### config.mk
export PLATFORM = sky130hd
export DESIGN_NAME = ffa_table
export DESIGN_NICKNAME = d
export VERILOG_FILES = /design/src/rtl/core/ffa_pkg.sv /design/src/rtl/core/ffa_table.sv
export SDC_FILE = /design/constraint.sdc
export NUM_CORES = 2
export LEC_CHECK = 0
export BUFFER_PORTS_ARGS = -buffer_cell sky130_fd_sc_hd__clkbuf_2
export CORE_UTILIZATION = 40
export DETAILED_ROUTE_END_ITERATION = 8
export HOLD_SLACK_MARGIN = 0.06
export SYNTH_ARGS = -nofsm -noshare
export SYNTH_HDL_FRONTEND = slang
export SYNTH_SLANG_ARGS = --single-unit
### constraint.sdc
create_clock -name clk -period 20.2 [get_ports clk]
set_input_delay 3.03 -clock clk [delete_from_list [all_inputs] [get_ports clk]]
set_output_delay 3.03 -clock clk [all_outputs]
set_load 0.01 [all_outputs]
### src/rtl/core/ffa_pkg.sv
// Package for the first-fit free-list allocator: word types, request and
// status codes, table sizing. No dependencies.
package ffa_pkg;

  localparam int unsigned TableDepth = 64;
  localparam int unsigned IdxW = $clog2(TableDepth);
  localparam int unsigned CntW = IdxW + 1;
  localparam logic [31:0] RoundAdd  = 32'h0000_0fff;
  localparam logic [31:0] RoundMask = 32'hffff_f000;

  typedef enum logic [1:0] {
    REQ_ALLOC = 2'd0,
    REQ_FREE  = 2'd1,
    REQ_TOTAL = 2'd2,
    REQ_NONE  = 2'd3
  } req_t;

  typedef enum logic [1:0] {
    ST_OK      = 2'd0,
    ST_NOFIT   = 2'd1,
    ST_LOST    = 2'd2,
    ST_UNUSED  = 2'd3
  } status_t;

  typedef struct packed {
    logic [1:0]  req_type;
    logic [31:0] block_size;
    logic [31:0] block_addr;
    logic        round_4k;
  } in_word_t;

  typedef struct packed {
    logic [31:0] value;
    logic [1:0]  status;
    logic [6:0]  entries_used;
    logic [6:0]  peak_entries;
    logic [31:0] lost_count;
    logic [31:0] lost_bytes;
  } out_word_t;

  // table memory port, driven by the sequencer
  typedef struct packed {
    logic            we;
    logic [IdxW-1:0] waddr;
    logic [31:0]     wstart;
    logic [31:0]     wlen;
    logic [IdxW-1:0] raddr;
  } mem_ctl_t;

endpackage

### src/rtl/core/ffa_table.sv
// Range table memory: start/length pairs, one write and one registered read.
// Depends on ffa_pkg.
module ffa_table (
  input  logic                  clk,
  input  ffa_pkg::mem_ctl_t     ctl,
  output logic [31:0]           rd_start,
  output logic [31:0]           rd_len
);

  logic [63:0] mem [ffa_pkg::TableDepth];

  always_ff @(posedge clk) begin
    if (ctl.we) begin
      mem[ctl.waddr] <= {ctl.wstart, ctl.wlen};
    end
    {rd_start, rd_len} <= mem[ctl.raddr];
  end

endmodule

==> impl_metrics.csv <==
group,metric,value,unit
drt,drtAntennaViolNets,0,
die,die-area,393000,µm²
clocking,ctsHoldBuffers,0,
die,die_w,627,µm
setup_path,critPathMaxFanout,89,
synth,synthSimpleGateAreaFrac,1.24,%
clocking,cts_tree,"built",
synth,synth_top_family_by_area,"multiplexers",
job,cap_violations,0,
timing,skew,0.0726,ns
setup_path,cp-end-kind,"flip-flop",
synth,ys_seq_area_share,79.5,%
drt,drt-vias-per-instance,5.98,
synth,synth_compound_area_share,2.48,%
place,place_congestion,0.764,
synth,ys.flop_type,"edfxtp_1",
die,rows,229,
die,start_util,40.2,%
cells_and_area,area_delta_synth_final,13.3,%
synth,syn-instance-count,6598,
drt,routed_wl,436,mm
cells_and_area,fill_cells,32100,
clocking,postCtsSetupBuffers,0,
place,io_buffers,141,
setup_path,path_class,"primary input to flip-flop",
global_route,antenna_found_initial,32,
clocking,clock-sinks,4160,
global_route,grt_max_degree,141,
place,dp_cells,11800,
synth,ys_ff_latch,4160,
timing,fin_crit_sh,36.5,%
clocking,cts-buffers-inserted,410,
drt,wl_per_cell,34.8,µm
synth,synth-async-reset-ratio,0,%
timing,rsz0062_at_grt,"no",
timing,fin_setup_tns,0,ns
synth,syn_nets,6676,
synth,ys_warn_count,0,
clocking,cts_resized,0,
timing,hold_viol_final,0,
setup_path,cp-start-kind,"primary input",
global_route,grt_usage,22.0,%
cells_and_area,final_nets,7072,
timing,max_freq,136,MHz
die,die_height,627,µm
synth,synth.mux.area_fraction,15.6,%
power,ir_worst_vdd,0.0000811,V
global_route,grt_pass1_vias,76000,
outcome,violations,"design-rule violations",
timing,slew_headroom,12.2,%
cells_and_area,ff_latch_area,124000,µm²
timing,maxSlewViolCount,0,
cells_and_area,multiInputGateArea,30800,µm²
hold_path,worstHoldPathType,"flip-flop to flip-flop",
power,power.density,101,nW/µm²
timing,setup_viol,0,
synth,syn_avg_cell_area,23.7,µm²
clocking,ctsRootBufferMaster,"clkbuf_16",
setup_path,cp.required,21.00,ns
die,io_pins,142,
setup_path,critPathArrivalTime,8.17,ns
timing,final.min_clock_period,7.38,ns
die,core-area,389000,µm²
cells_and_area,layout-drive-gt1-share,28.0,%
cells_and_area,layout.cells.non_filler,12600,
synth,syn-cell-area,156000,µm²
drt,drc_errors,2,
global_route,grt_pass1_wl,605,mm
global_route,grt_overflow,0,
synth,synthAdderAreaFrac,0,%
power,power.leakage,54.7,nW
clocking,path_clk_slew,0.06,ns
synth,synth-edff-count,4096,
clocking,clock_latency,0.97,ns
clocking,clock_path_buffers,4,
synth,synth_cell_types,33,
timing,tightest_slew,1.32,ns
synth,synth_xor_area_share,0,%
drt,drt_iter0_drc,9866,
outcome,status,"complete, but fails checks",
drt,firstDrtPassIters,8,
clocking,cts.htree.levels,5,
place,hpwl,228,mm
drt,route.vias.total,75100,
-- cell usage in the layout, fill, tap and decap left out, drive strengths merged, types with 19 or more instances in the layout --
cell type and instances:
a211oi 63, a22o 88, a22oi 168, a2bb2oi 19
a41oi 26, and3 64, buf 216, bufinv 29
clkbuf 658, clkinv 190, dfxtp 64, edfxtp 4096
inv 29, mux2i 135, mux4 1024, nand2 58
nand3 45, nor2 112, nor2b 28, o221ai 38
o22ai 83, or2 28, or3 29
-- routing by layer --
layer  GRT usage, %  vias to the layer above  part of all wire [%]
li1               -                    29300                     -
met1           30.5                    41300                    39
met2           36.3                     3739                    49
met3           3.50                      658                   8.8
met4           6.03                        8                   2.9
met5              0                        -                 0.011
-- final timing paths --
path | end | startpoint | depth (start not counted) | slack, ns
setup / recovery | rd_len[8]$_DFF_P_ | ctl[0] | 10 | 12.82
setup reg to reg | rd_len[28]$_DFF_P_ | mem[10][28]$_DFFE_PP_ | 5 | 18.03
hold / removal | rd_start[10]$_DFF_P_ | mem[39][42]$_DFFE_PP_ | 4 | 0.84
hold reg to reg | rd_start[10]$_DFF_P_ | mem[39][42]$_DFFE_PP_ | 4 | 0.84
-- cell type report --
cell class / count / area share [%]
timing repair buffer: 354 / 1.38
clock inverter: 239 / 1.22
multi-input combinational: 2049 / 17.4
sequential: 4160 / 70.2
tap: 5197 / 3.67
inverter: 19 / 0.0403
clock buffer: 520 / 6.12
antenna: 15 / 0.0212
-- cell families after synthesis --
| kind of cell | Yosys count |
|---|---|
| multiplexers | 1159 |
| buffers and inverters | 389 |
| flip-flops | 4160 |
| AND/OR/NAND/NOR | 386 |
| AO/OA/AOI/OAI | 504 |
-- Yosys cell counts (20+ instances only) --
cell | instances | area (µm²)
dfxtp_1 | 64 | 1280
a41oi_1 | 26 | 228
or2_2 | 28 | 175
mux4_2 | 1024 | 23100
clkbuf_1 | 140 | 526
nor2_1 | 112 | 420
mux2i_1 | 135 | 1350
edfxtp_1 | 4096 | 123000
or3_1 | 29 | 181
buf_1 | 20 | 75.1
nand2_1 | 58 | 218
o22ai_1 | 83 | 519
a22o_1 | 88 | 771
o221ai_1 | 38 | 333
nor2b_1 | 28 | 175
a22oi_1 | 168 | 1260
and3_1 | 64 | 400
buf_2 | 170 | 851
buf_4 | 34 | 255
a211oi_1 | 63 | 473
nand3_1 | 45 | 225
-- power by group --
group	internal, mW	switching, mW	total (mW)
sequential	9.56	0.0484	9.61
clock	4.18	3.26	7.43
combinational	0.291	0.513	0.804
-- stage by stage --
step | area, µm² | total power [mW] | hold slack, ns | setup WS (ns) | util (%)
after global placement | 164000 | 10.6 | 0.827 | 11.77 | 42.2
after global routing | 177000 | 18.3 | 0.889 | 12.44 | 45.5
after floorplan | 156000 | 10.2 | 0.788 | 11.73 | -
final | 177000 | 17.9 | 0.844 | 12.82 | 45.5
after detailed placement | 164000 | 10.6 | 0.833 | 11.75 | 42.2
after CTS | 177000 | 18.0 | 0.846 | 12.74 | 45.5
-- worst max-delay path, cell delays in order --
cell	delay, ns
buf_12	0.49
buf_12	0.56
buf_4	0.74
buf_4	0.63
buf_4	0.68
mux4_2	0.60
mux2i_1	0.17
o22ai_1	0.14
a41oi_1	0.64
a211oi_1	0.10
-- sequential cells by signal, summed over array words and instances (netlist names) --
signal,cells
rd_start,32
rd_len,32
mem,4096
Power figures use the tool's default switching activity.
